### config.mk
export PLATFORM = sky130hd
export DESIGN_NAME = fixed_window_velocity_estimator
export DESIGN_NICKNAME = d
export VERILOG_FILES = /design/src/hw/rtl/fwve_pkg.sv /design/src/hw/rtl/fwve_mem.sv /design/src/hw/rtl/fwve_front.sv /design/src/hw/rtl/fwve_queue.sv /design/src/hw/rtl/fwve_back.sv /design/src/hw/rtl/fixed_window_velocity_estimator.sv
export SDC_FILE = /design/constraint.sdc
export NUM_CORES = 2
export LEC_CHECK = 0
export BUFFER_PORTS_ARGS = -buffer_cell sky130_fd_sc_hd__buf_4
export CAP_MARGIN = 20
export CORE_MARGIN = 2
export CORE_UTILIZATION = 63
export DETAILED_ROUTE_END_ITERATION = 7
export GPL_ROUTABILITY_DRIVEN = 1
export GPL_TIMING_DRIVEN = 0
export PLACE_DENSITY = 0.77
export SLEW_MARGIN = 10
export SYNTH_ARGS = -nofsm -noshare
export SYNTH_HDL_FRONTEND = slang
export SYNTH_SLANG_ARGS = --single-unit
### constraint.sdc
create_clock -name clk -period 32.3 [get_ports clk]
set_clock_uncertainty 0.1 [all_clocks]
set_input_delay 9.69 -clock clk [delete_from_list [all_inputs] [get_ports clk]]
set_output_delay 9.69 -clock clk [all_outputs]
set_load 0.005 [all_outputs]
### src/hw/rtl/fwve_pkg.sv
package fwve_pkg;

  // Ring of stored samples.
  localparam int HISTORY_DEPTH = 16;
  localparam int PTR_W         = $clog2(HISTORY_DEPTH);
  localparam int CNT_W         = $clog2(HISTORY_DEPTH + 1);

  // Window span register.
  localparam int              SPAN_W     = 4;
  localparam logic [SPAN_W-1:0] SPAN_RESET = 4'd9;

  // Width used for the reference index arithmetic.
  localparam int CALC_W = PTR_W + SPAN_W + 1;

  // Field widths.
  localparam int POS_W  = 32;
  localparam int TIME_W = 32;
  localparam int VEL_W  = 32;
  localparam int USED_W = 5;
  localparam int DIFF_W = POS_W + 1;
  localparam int HIST_W = 3 * POS_W + TIME_W;

  // Scaling from microseconds to seconds.
  localparam int                 SCALE_W        = 20;
  localparam logic [SCALE_W-1:0] MICROS_PER_SEC = 20'd1000000;
  localparam int                 NUM_W          = DIFF_W + SCALE_W;

  // Divider: quotient bits produced, two per cycle.
  localparam int QUO_W     = 34;
  localparam int DIV_STEPS = QUO_W / 2;
  localparam int STEP_W    = $clog2(DIV_STEPS);

  // Saturation limits.
  localparam logic [VEL_W-1:0] VEL_MAX = 32'h7FFF_FFFF;
  localparam logic [VEL_W-1:0] VEL_MIN = 32'h8000_0000;

  // Queue between front and back.
  localparam int QUEUE_DEPTH = 2;
  localparam int QPTR_W      = $clog2(QUEUE_DEPTH);
  localparam int QCNT_W      = $clog2(QUEUE_DEPTH + 1);

  // One differencing job as handed from front to back.
  typedef struct packed {
    logic signed [DIFF_W-1:0] dx;
    logic signed [DIFF_W-1:0] dy;
    logic signed [DIFF_W-1:0] dz;
    logic [TIME_W-1:0]        dt;
    logic [USED_W-1:0]        used;
  } job_t;

endpackage

### src/hw/rtl/fwve_mem.sv
module fwve_mem #(
  parameter int WIDTH = 8,
  parameter int DEPTH = 16
) (
  input  logic                     clk,
  input  logic                     wr_en,
  input  logic [$clog2(DEPTH)-1:0] wr_addr,
  input  logic [WIDTH-1:0]         wr_data,
  input  logic                     rd_en,
  input  logic [$clog2(DEPTH)-1:0] rd_addr,
  output logic [WIDTH-1:0]         rd_data
);

  logic [WIDTH-1:0] store [DEPTH];

  // One write port, one registered read port.
  always_ff @(posedge clk) begin
    if (wr_en) begin
      store[wr_addr] <= wr_data;
    end
    if (rd_en) begin
      rd_data <= store[rd_addr];
    end
  end

endmodule

### src/hw/rtl/fwve_front.sv
module fwve_front (
  input  logic                          clk,
  input  logic                          rst,
  input  logic                          cfg_we,
  input  logic [fwve_pkg::SPAN_W-1:0]   cfg_data,
  input  logic                          in_valid,
  output logic                          in_stall,
  input  logic signed [fwve_pkg::POS_W-1:0] pos_x,
  input  logic signed [fwve_pkg::POS_W-1:0] pos_y,
  input  logic signed [fwve_pkg::POS_W-1:0] pos_z,
  input  logic [fwve_pkg::TIME_W-1:0]   stamp_us,
  output logic                          push,
  output fwve_pkg::job_t                job,
  input  logic                          q_full
);

  logic [fwve_pkg::SPAN_W-1:0] window_span;
  logic [fwve_pkg::PTR_W-1:0]  write_pointer;
  logic [fwve_pkg::CNT_W-1:0]  stored_count;
  logic                        pend;
  logic                        pend_result;
  logic [fwve_pkg::USED_W-1:0] pend_used;
  logic [fwve_pkg::POS_W-1:0]  new_x, new_y, new_z;
  logic [fwve_pkg::TIME_W-1:0] new_t;

  logic                         accept;
  logic [fwve_pkg::CNT_W-1:0]   count_next;
  logic [fwve_pkg::PTR_W-1:0]   pointer_next;
  logic                         has_result;
  logic [fwve_pkg::CALC_W-1:0]  span_c, limit_c, back_c, wp_c, ref_c;
  logic [fwve_pkg::PTR_W-1:0]   ref_idx;
  logic [fwve_pkg::HIST_W-1:0]  rd_data;
  logic [fwve_pkg::POS_W-1:0]   ref_x, ref_y, ref_z;
  logic [fwve_pkg::TIME_W-1:0]  ref_t;

  // An item is taken only when no lookup is pending and the queue has room.
  assign in_stall = pend || q_full;
  assign accept   = in_valid && !in_stall;

  // Fill count and ring pointer after this item.
  assign count_next = (stored_count == fwve_pkg::CNT_W'(fwve_pkg::HISTORY_DEPTH)) ?
                      stored_count : stored_count + 1'b1;
  assign pointer_next = (write_pointer == fwve_pkg::PTR_W'(fwve_pkg::HISTORY_DEPTH - 1)) ?
                        '0 : write_pointer + 1'b1;
  assign has_result = count_next >= fwve_pkg::CNT_W'(2);

  // Intervals back: a zero span counts as one, clamped to what is stored.
  always_comb begin
    span_c  = (window_span == '0) ? fwve_pkg::CALC_W'(1) : fwve_pkg::CALC_W'(window_span);
    limit_c = fwve_pkg::CALC_W'(count_next) - fwve_pkg::CALC_W'(1);
    back_c  = (span_c > limit_c) ? limit_c : span_c;
    wp_c    = fwve_pkg::CALC_W'(write_pointer);
    if (wp_c >= back_c) begin
      ref_c = wp_c - back_c;
    end else begin
      ref_c = wp_c + fwve_pkg::CALC_W'(fwve_pkg::HISTORY_DEPTH) - back_c;
    end
    ref_idx = ref_c[fwve_pkg::PTR_W-1:0];
  end

  // Sample history: newest is written while the reference is read.
  fwve_mem #(
    .WIDTH (fwve_pkg::HIST_W),
    .DEPTH (fwve_pkg::HISTORY_DEPTH)
  ) u_hist (
    .clk     (clk),
    .wr_en   (accept),
    .wr_addr (write_pointer),
    .wr_data ({pos_x, pos_y, pos_z, stamp_us}),
    .rd_en   (accept),
    .rd_addr (ref_idx),
    .rd_data (rd_data)
  );

  // Control state.
  always_ff @(posedge clk) begin
    if (rst) begin
      window_span   <= fwve_pkg::SPAN_RESET;
      write_pointer <= '0;
      stored_count  <= '0;
      pend          <= 1'b0;
      pend_result   <= 1'b0;
    end else begin
      if (cfg_we) begin
        window_span <= cfg_data;
      end
      pend <= accept;
      if (accept) begin
        write_pointer <= pointer_next;
        stored_count  <= count_next;
        pend_result   <= has_result;
      end
    end
  end

  // Newest sample held for the difference step.
  always_ff @(posedge clk) begin
    if (accept) begin
      new_x     <= pos_x;
      new_y     <= pos_y;
      new_z     <= pos_z;
      new_t     <= stamp_us;
      pend_used <= fwve_pkg::USED_W'(back_c + fwve_pkg::CALC_W'(1));
    end
  end

  // Differences against the reference sample, pushed as one job.
  assign {ref_x, ref_y, ref_z, ref_t} = rd_data;
  assign push     = pend && pend_result;
  assign job.dx   = {new_x[fwve_pkg::POS_W-1], new_x} - {ref_x[fwve_pkg::POS_W-1], ref_x};
  assign job.dy   = {new_y[fwve_pkg::POS_W-1], new_y} - {ref_y[fwve_pkg::POS_W-1], ref_y};
  assign job.dz   = {new_z[fwve_pkg::POS_W-1], new_z} - {ref_z[fwve_pkg::POS_W-1], ref_z};
  assign job.dt   = new_t - ref_t;
  assign job.used = pend_used;

`ifndef ASSERT_OFF
  // A sample that gives a result never reads the slot it is writing.
  a_ref_differs: assert property (@(posedge clk) disable iff (rst)
    accept && has_result |-> ref_idx != write_pointer)
    else $error("reference slot equals write slot");

  // The queue always has room for the job of an accepted item.
  a_push_room: assert property (@(posedge clk) disable iff (rst)
    push |-> !q_full)
    else $error("job pushed into a full queue");

  // The fill count never goes past the ring depth.
  a_count_range: assert property (@(posedge clk) disable iff (rst)
    stored_count <= fwve_pkg::CNT_W'(fwve_pkg::HISTORY_DEPTH))
    else $error("fill count beyond ring depth");
`endif

endmodule

### src/hw/rtl/fwve_queue.sv
module fwve_queue (
  input  logic           clk,
  input  logic           rst,
  input  logic           push,
  input  fwve_pkg::job_t push_job,
  output logic           full,
  input  logic           pop,
  output logic           valid,
  output fwve_pkg::job_t head
);

  fwve_pkg::job_t               entries [fwve_pkg::QUEUE_DEPTH];
  logic [fwve_pkg::QPTR_W-1:0]  wr_ptr;
  logic [fwve_pkg::QPTR_W-1:0]  rd_ptr;
  logic [fwve_pkg::QCNT_W-1:0]  count;

  assign full  = count == fwve_pkg::QCNT_W'(fwve_pkg::QUEUE_DEPTH);
  assign valid = count != '0;
  assign head  = entries[rd_ptr];

  // Pointers and fill count.
  always_ff @(posedge clk) begin
    if (rst) begin
      wr_ptr <= '0;
      rd_ptr <= '0;
      count  <= '0;
    end else begin
      if (push) begin
        wr_ptr <= (wr_ptr == fwve_pkg::QPTR_W'(fwve_pkg::QUEUE_DEPTH - 1)) ?
                  '0 : wr_ptr + 1'b1;
      end
      if (pop) begin
        rd_ptr <= (rd_ptr == fwve_pkg::QPTR_W'(fwve_pkg::QUEUE_DEPTH - 1)) ?
                  '0 : rd_ptr + 1'b1;
      end
      if (push && !pop) begin
        count <= count + 1'b1;
      end else if (pop && !push) begin
        count <= count - 1'b1;
      end
    end
  end

  // Job storage.
  always_ff @(posedge clk) begin
    if (push) begin
      entries[wr_ptr] <= push_job;
    end
  end

endmodule

### src/hw/rtl/fwve_back.sv
module fwve_back (
  input  logic                              clk,
  input  logic                              rst,
  input  logic                              q_valid,
  input  fwve_pkg::job_t                    q_job,
  output logic                              q_pop,
  output logic                              out_valid,
  input  logic                              out_stall,
  output logic signed [fwve_pkg::VEL_W-1:0] vel_x,
  output logic signed [fwve_pkg::VEL_W-1:0] vel_y,
  output logic signed [fwve_pkg::VEL_W-1:0] vel_z,
  output logic [fwve_pkg::USED_W-1:0]       samples_used,
  output logic                              time_error
);

  typedef enum logic [5:0] {
    S_IDLE = 6'b000001,
    S_MUL  = 6'b000010,
    S_CHK  = 6'b000100,
    S_DIV  = 6'b001000,
    S_FIN  = 6'b010000,
    S_OUT  = 6'b100000
  } state_t;

  localparam logic [1:0] AX_X = 2'd0;
  localparam logic [1:0] AX_Y = 2'd1;
  localparam logic [1:0] AX_Z = 2'd2;

  state_t                        state;
  logic [1:0]                    axis;
  logic [fwve_pkg::STEP_W-1:0]   step;
  fwve_pkg::job_t                job;
  logic [fwve_pkg::NUM_W-1:0]    num;
  logic                          neg;
  logic [fwve_pkg::TIME_W-1:0]   rem;
  logic [fwve_pkg::QUO_W-1:0]    quo;
  logic [fwve_pkg::QUO_W-1:0]    dvd;

  logic signed [fwve_pkg::DIFF_W-1:0] cur_diff;
  logic [fwve_pkg::DIFF_W-1:0]        mag;
  logic [fwve_pkg::NUM_W-1:0]         prod;
  logic [fwve_pkg::TIME_W:0]          st1, st2;
  logic                               overflow;
  logic [fwve_pkg::VEL_W-1:0]         sat_res, fin_res;

  // One restoring step: returns the quotient bit over the new remainder.
  function automatic logic [fwve_pkg::TIME_W:0] div_step(
    logic [fwve_pkg::TIME_W-1:0] r,
    logic                        b,
    logic [fwve_pkg::TIME_W-1:0] d
  );
    logic [fwve_pkg::TIME_W:0] t;
    t = {r, b};
    if (t >= {1'b0, d}) begin
      return {1'b1, fwve_pkg::TIME_W'(t - {1'b0, d})};
    end
    return {1'b0, t[fwve_pkg::TIME_W-1:0]};
  endfunction

  assign q_pop     = (state == S_IDLE) && q_valid;
  assign out_valid = state == S_OUT;

  // Difference of the axis in work and its magnitude scaled to seconds.
  always_comb begin
    unique case (axis)
      AX_X:    cur_diff = job.dx;
      AX_Y:    cur_diff = job.dy;
      default: cur_diff = job.dz;
    endcase
    mag  = cur_diff[fwve_pkg::DIFF_W-1] ? -cur_diff : cur_diff;
    prod = mag * fwve_pkg::MICROS_PER_SEC;
  end

  // Two quotient bits a cycle, and the saturated results.
  always_comb begin
    st1      = div_step(rem, dvd[fwve_pkg::QUO_W-1], job.dt);
    st2      = div_step(st1[fwve_pkg::TIME_W-1:0], dvd[fwve_pkg::QUO_W-2], job.dt);
    overflow = fwve_pkg::TIME_W'(num[fwve_pkg::NUM_W-1:fwve_pkg::QUO_W]) >= job.dt;
    sat_res  = neg ? fwve_pkg::VEL_MIN : fwve_pkg::VEL_MAX;
    if (neg) begin
      fin_res = (quo > fwve_pkg::QUO_W'(fwve_pkg::VEL_MIN)) ?
                fwve_pkg::VEL_MIN : -quo[fwve_pkg::VEL_W-1:0];
    end else begin
      fin_res = (quo > fwve_pkg::QUO_W'(fwve_pkg::VEL_MAX)) ?
                fwve_pkg::VEL_MAX : quo[fwve_pkg::VEL_W-1:0];
    end
  end

  // Sequencer: three axes in turn through the one divider.
  always_ff @(posedge clk) begin
    if (rst) begin
      state <= S_IDLE;
      axis  <= AX_X;
      step  <= '0;
    end else begin
      unique case (state)
        S_IDLE: begin
          if (q_valid) begin
            axis  <= AX_X;
            state <= (q_job.dt == '0) ? S_OUT : S_MUL;
          end
        end
        S_MUL: begin
          state <= S_CHK;
        end
        S_CHK: begin
          step <= '0;
          if (!overflow) begin
            state <= S_DIV;
          end else if (axis == AX_Z) begin
            state <= S_OUT;
          end else begin
            axis  <= axis + 1'b1;
            state <= S_MUL;
          end
        end
        S_DIV: begin
          step <= step + 1'b1;
          if (step == fwve_pkg::STEP_W'(fwve_pkg::DIV_STEPS - 1)) begin
            state <= S_FIN;
          end
        end
        S_FIN: begin
          if (axis == AX_Z) begin
            state <= S_OUT;
          end else begin
            axis  <= axis + 1'b1;
            state <= S_MUL;
          end
        end
        S_OUT: begin
          if (!out_stall) begin
            state <= S_IDLE;
          end
        end
        default: begin
          state <= S_IDLE;
        end
      endcase
    end
  end

  // Datapath registers.
  always_ff @(posedge clk) begin
    if (q_pop) begin
      job          <= q_job;
      samples_used <= q_job.used;
      time_error   <= q_job.dt == '0;
      if (q_job.dt == '0) begin
        vel_x <= '0;
        vel_y <= '0;
        vel_z <= '0;
      end
    end
    if (state == S_MUL) begin
      num <= prod;
      neg <= cur_diff[fwve_pkg::DIFF_W-1];
    end
    if (state == S_CHK) begin
      rem <= fwve_pkg::TIME_W'(num[fwve_pkg::NUM_W-1:fwve_pkg::QUO_W]);
      dvd <= num[fwve_pkg::QUO_W-1:0];
      quo <= '0;
    end
    if (state == S_DIV) begin
      rem <= st2[fwve_pkg::TIME_W-1:0];
      dvd <= {dvd[fwve_pkg::QUO_W-3:0], 2'b00};
      quo <= {quo[fwve_pkg::QUO_W-3:0], st1[fwve_pkg::TIME_W], st2[fwve_pkg::TIME_W]};
    end
    // Result of the axis in work, saturated early or after the divide.
    if ((state == S_CHK && overflow) || state == S_FIN) begin
      unique case (axis)
        AX_X:    vel_x <= (state == S_FIN) ? fin_res : sat_res;
        AX_Y:    vel_y <= (state == S_FIN) ? fin_res : sat_res;
        default: vel_z <= (state == S_FIN) ? fin_res : sat_res;
      endcase
    end
  end

`ifndef ASSERT_OFF
  // A zero time difference always reports zero velocities.
  a_err_zero: assert property (@(posedge clk) disable iff (rst)
    out_valid && time_error |-> vel_x == '0 && vel_y == '0 && vel_z == '0)
    else $error("time error with non-zero velocity");

  // The partial remainder stays below the divisor throughout the divide.
  a_rem_below: assert property (@(posedge clk) disable iff (rst)
    state == S_DIV |-> rem < job.dt)
    else $error("divider remainder out of range");

  // A window always spans at least two samples.
  a_used_range: assert property (@(posedge clk) disable iff (rst)
    out_valid |-> samples_used >= fwve_pkg::USED_W'(2))
    else $error("window spans fewer than two samples");
`endif

endmodule

### src/hw/rtl/fixed_window_velocity_estimator.sv
// Velocity from timestamped 3-axis positions by a fixed-window finite difference.
// Each sample is stored in a 16-entry ring; from the second sample on, one result
// gives per axis (newest - reference) * 1e6 / (stamp difference), truncated toward
// zero and saturated to 32 bits, with the reference window_span samples back (a zero
// span counts as one) or the oldest stored sample while the ring is still filling.
// A zero stamp difference gives zero velocities with time_error set. The front end
// registers each sample and its reference read, then pushes the differences to the
// back end through a two-entry queue. The back end runs the three axes in turn
// through one shared restoring divider that makes two quotient bits a cycle, and
// that divider sets the sustained rate. window_span (reset 9) is written through
// cfg_we and cfg_data; the user must write it only while the block is idle, as the
// block itself does not enforce this.
module fixed_window_velocity_estimator (
  input  logic                              clk,
  input  logic                              rst,
  input  logic                              cfg_we,
  input  logic [fwve_pkg::SPAN_W-1:0]       cfg_data,
  input  logic                              in_valid,
  output logic                              in_stall,
  input  logic signed [fwve_pkg::POS_W-1:0] pos_x,
  input  logic signed [fwve_pkg::POS_W-1:0] pos_y,
  input  logic signed [fwve_pkg::POS_W-1:0] pos_z,
  input  logic [fwve_pkg::TIME_W-1:0]       stamp_us,
  output logic                              out_valid,
  input  logic                              out_stall,
  output logic signed [fwve_pkg::VEL_W-1:0] vel_x,
  output logic signed [fwve_pkg::VEL_W-1:0] vel_y,
  output logic signed [fwve_pkg::VEL_W-1:0] vel_z,
  output logic [fwve_pkg::USED_W-1:0]       samples_used,
  output logic                              time_error
);

  logic           push;
  logic           q_full;
  logic           q_valid;
  logic           q_pop;
  fwve_pkg::job_t push_job;
  fwve_pkg::job_t head_job;

  // Sample intake, history ring and differencing.
  fwve_front u_front (
    .clk      (clk),
    .rst      (rst),
    .cfg_we   (cfg_we),
    .cfg_data (cfg_data),
    .in_valid (in_valid),
    .in_stall (in_stall),
    .pos_x    (pos_x),
    .pos_y    (pos_y),
    .pos_z    (pos_z),
    .stamp_us (stamp_us),
    .push     (push),
    .job      (push_job),
    .q_full   (q_full)
  );

  // Job queue between the two halves.
  fwve_queue u_queue (
    .clk      (clk),
    .rst      (rst),
    .push     (push),
    .push_job (push_job),
    .full     (q_full),
    .pop      (q_pop),
    .valid    (q_valid),
    .head     (head_job)
  );

  // Scaling, division and saturation.
  fwve_back u_back (
    .clk          (clk),
    .rst          (rst),
    .q_valid      (q_valid),
    .q_job        (head_job),
    .q_pop        (q_pop),
    .out_valid    (out_valid),
    .out_stall    (out_stall),
    .vel_x        (vel_x),
    .vel_y        (vel_y),
    .vel_z        (vel_z),
    .samples_used (samples_used),
    .time_error   (time_error)
  );

endmodule

==> results.toml <==
[timing]
hold_viol_final = 0
worst_slew_pin_slew_ns = 1.194
rsz0062_at_grt = "no"
final_period_minus_worst_setup_slack_ns = 13.06
maxSlewViolCount = 0
max_freq_mhz = 76.59
min_period_over_period_pct = 40.42
tns_ns = 0
max_slew_margin_pct = 19.71
setup_viol = 0

[worst_setup_path]
path_class = "primary input to flop"
cp.arrival_ns = 13.63
critical_path_peak_fanout = 38
cp.required_ns = 32.88
end_kind = "flop"
rr_worst_depth = 33
start_kind = "primary input"

[cts]
clk_latency_ns = 0.99
clock-root-buffer = "clkbuf_16"
cts_tree = "built"
post_cts_resized = 0
cts_buffer_depth = 4
cts_setup_buffers = 0
clkTransAtPathRegs_ns = 0.06
postCtsHoldBufs = 0
cts_buffers = 312
numClockSinks = 2989
htreeDepth = 5

[cells_and_area]
multi_input_area_um2 = 38410
instances_no_fill = 11278
seq_area_um2 = 88460
area_delta_synth_final_pct = 14.48
layout.nets = 8996
drive_gt1_share_pct = 21.02
fill_cells = 11725

[logic_synthesis]
synth_area_leaders = "edfxtp_1 (66%), mux4_2 (11%), ha_1 (3.7%)"
synth_top_cell_by_area = "edfxtp_1"
syn_nets = 8194
synth.most_common_cell = "edfxtp_1"
synth.distinct_cells = 82
synth_top_area_share_pct = 66.28
ys_warn_count = 0
seq_area_frac_synth_pct = 68.28
syn_area_um2 = 129600
synthCells = 7536
ys_ff_latch = 2989
ys_top_cells_by_count = "edfxtp_1 (2860), mux4_2 (640), nand2_1 (475)"
synth_area_per_cell_um2 = 17.19
async_reset_ff_share_pct = 0
ys.flop_type = "edfxtp_1"
synth_edf_count = 2860

[routing]
avgRoutedWirePerCell_um = 30.33
vias = 74171
drtIter0Drc = 9565
routed_wl_mm = 342.1
firstDrtPassIters = 6
drc = 0
ant_nets = 0
viasPerCell = 6.577

[placed_design]
dp_hpwl_mm = 220.1
port-buffer-count = 239
gp_congestion = 0.9181
dp_cells = 10668

[outcome]
status = "completed"

[run]
max_cap_violations = 0

[floorplanning]
core_area_um2 = 204600
die_w_um = 457.5
io_pins = 241
die_area_um2 = 209300
rows = 166
initial_utilization_pct = 63.33
fp.dieH_um = 457.5

[global_routing]
grt_pass1_vias = 74587
grt_max_degree = 95
grt_use_total_pct = 32.70
grt_pass1_wl_mm = 497.0
grt_overflow = 0
antenna_found_initial = 30

[hold_path]
hold_path_class = "flop to flop"
min_path_cells = 0
[final cells by class]
type / instances / share of cell area, %
Antenna cell: 30 / 0.05061
Buffer: 277 / 0.7390
Clock buffer: 372 / 5.480
Clock inverter: 164 / 0.8731
Inverter: 466 / 1.186
Multi-Input combinational cell: 3804 / 25.90
Sequential cell: 2989 / 59.64
Tap cell: 2688 / 2.267
Timing Repair Buffer: 488 / 3.866
[registers in the layout, summed over array words and instances, names as in the netlist, 32 cells and up, named ones only]
register and flops:
u_back.vel_x 32, u_front.u_hist.store 2048, u_front.new_x 32, u_front.new_z 32, u_back.vel_z 32, u_back.quo 34
u_front.new_y 32, u_back.job 131, u_front.u_hist.rd_data 128, u_queue.entries 272, u_front.new_t 32, u_back.rem 32
u_back.num 47, u_back.vel_y 32
[layer usage]
| metal | up-vias | track usage (%) | wire (µm) |
|---|---|---|---|
| met5 | - | 0 | 58 |
| met4 | 8 | 15.78 | 16900 |
| met3 | 793 | 6.813 | 33890 |
| met2 | 4781 | 52.22 | 166400 |
| met1 | 37591 | 43.51 | 124900 |
| li1 | 30998 | - | - |
[worst max-delay path, stage by stage]
cell and delay (ns):
buf_4 0.18, nand2_1 0.11, inv_1 0.13, clkbuf_4 0.51
buf_16 0.31, nand2_1 0.30, nor3_2 0.60, buf_4 0.35
buf_4 0.25, buf_4 0.24, buf_4 0.20, buf_4 0.23
buf_4 0.24, buf_4 0.24
[through the flow]
step / setup slack (ns) / utilization [%] / hold slack, ns / area, µm²
2_1_floorplan: 4.475 / - / 0.3215 / 129600
4_1_cts: 19.31 / 72.19 / 0.3556 / 147700
3_3_place_gp: -13.15 / 65.85 / 0.3290 / 134700
3_5_place_dp: 18.34 / 67.59 / 0.3516 / 138300
6_report: 19.24 / 72.50 / 0.3535 / 148300
5_1_grt: 19.25 / 72.49 / 0.3746 / 148300
[logic make-up after synthesis]
logic type | Yosys count | synth area share [%]
DFF | 2989 | 68.28
and+or+nand+nor | 1210 | 4.371
AOI/OAI and AO/OA | 937 | 4.517
muxes | 860 | 12.99
buffers and inverters | 743 | 2.180
adders and majority gates | 523 | 5.817
xor gates and xnor gates | 274 | 1.852
[worst paths after layout]
kind	to	slack (ns)	startpoint
min	u_queue.entries[0][1]$_DFFE_PP_	0.35	u_front.pend_used[1]$_DFFE_PP_
max reg2reg	u_back.num[45]$_DFFE_PP_	21.12	u_back.axis[0]$_SDFFE_PP0P_
max	u_front.u_hist.store[0][66]$_DFFE_PP_	19.24	in_valid
min reg2reg	u_queue.entries[0][1]$_DFFE_PP_	0.35	u_front.pend_used[1]$_DFFE_PP_
[placed cells by master, fill, tap and decap left out, types with 53 or more instances in the layout]
cell,netlist,routed
o21ai_0,280,280
a21o_1,103,103
xor2_1,92,92
nand3_1,68,68
nor2_1,254,241
edfxtp_1,2860,2860
dfxtp_1,129,129
buf_4,0,311
mux2_2,167,167
fa_1,133,133
nor3_1,75,71
clkinv_1,2,76
and2_1,56,56
a21oi_1,244,244
mux4_2,640,640
xnor2_1,182,182
buf_12,0,69
ha_1,388,388
clkbuf_16,0,316
clkbuf_1,240,280
nand2_1,475,475
nor2b_1,74,74
mux2i_1,53,53
inv_1,464,462
Power is not shown: default switching activity piles up to over one toggle a cycle in this logic, so the estimate is an artifact.
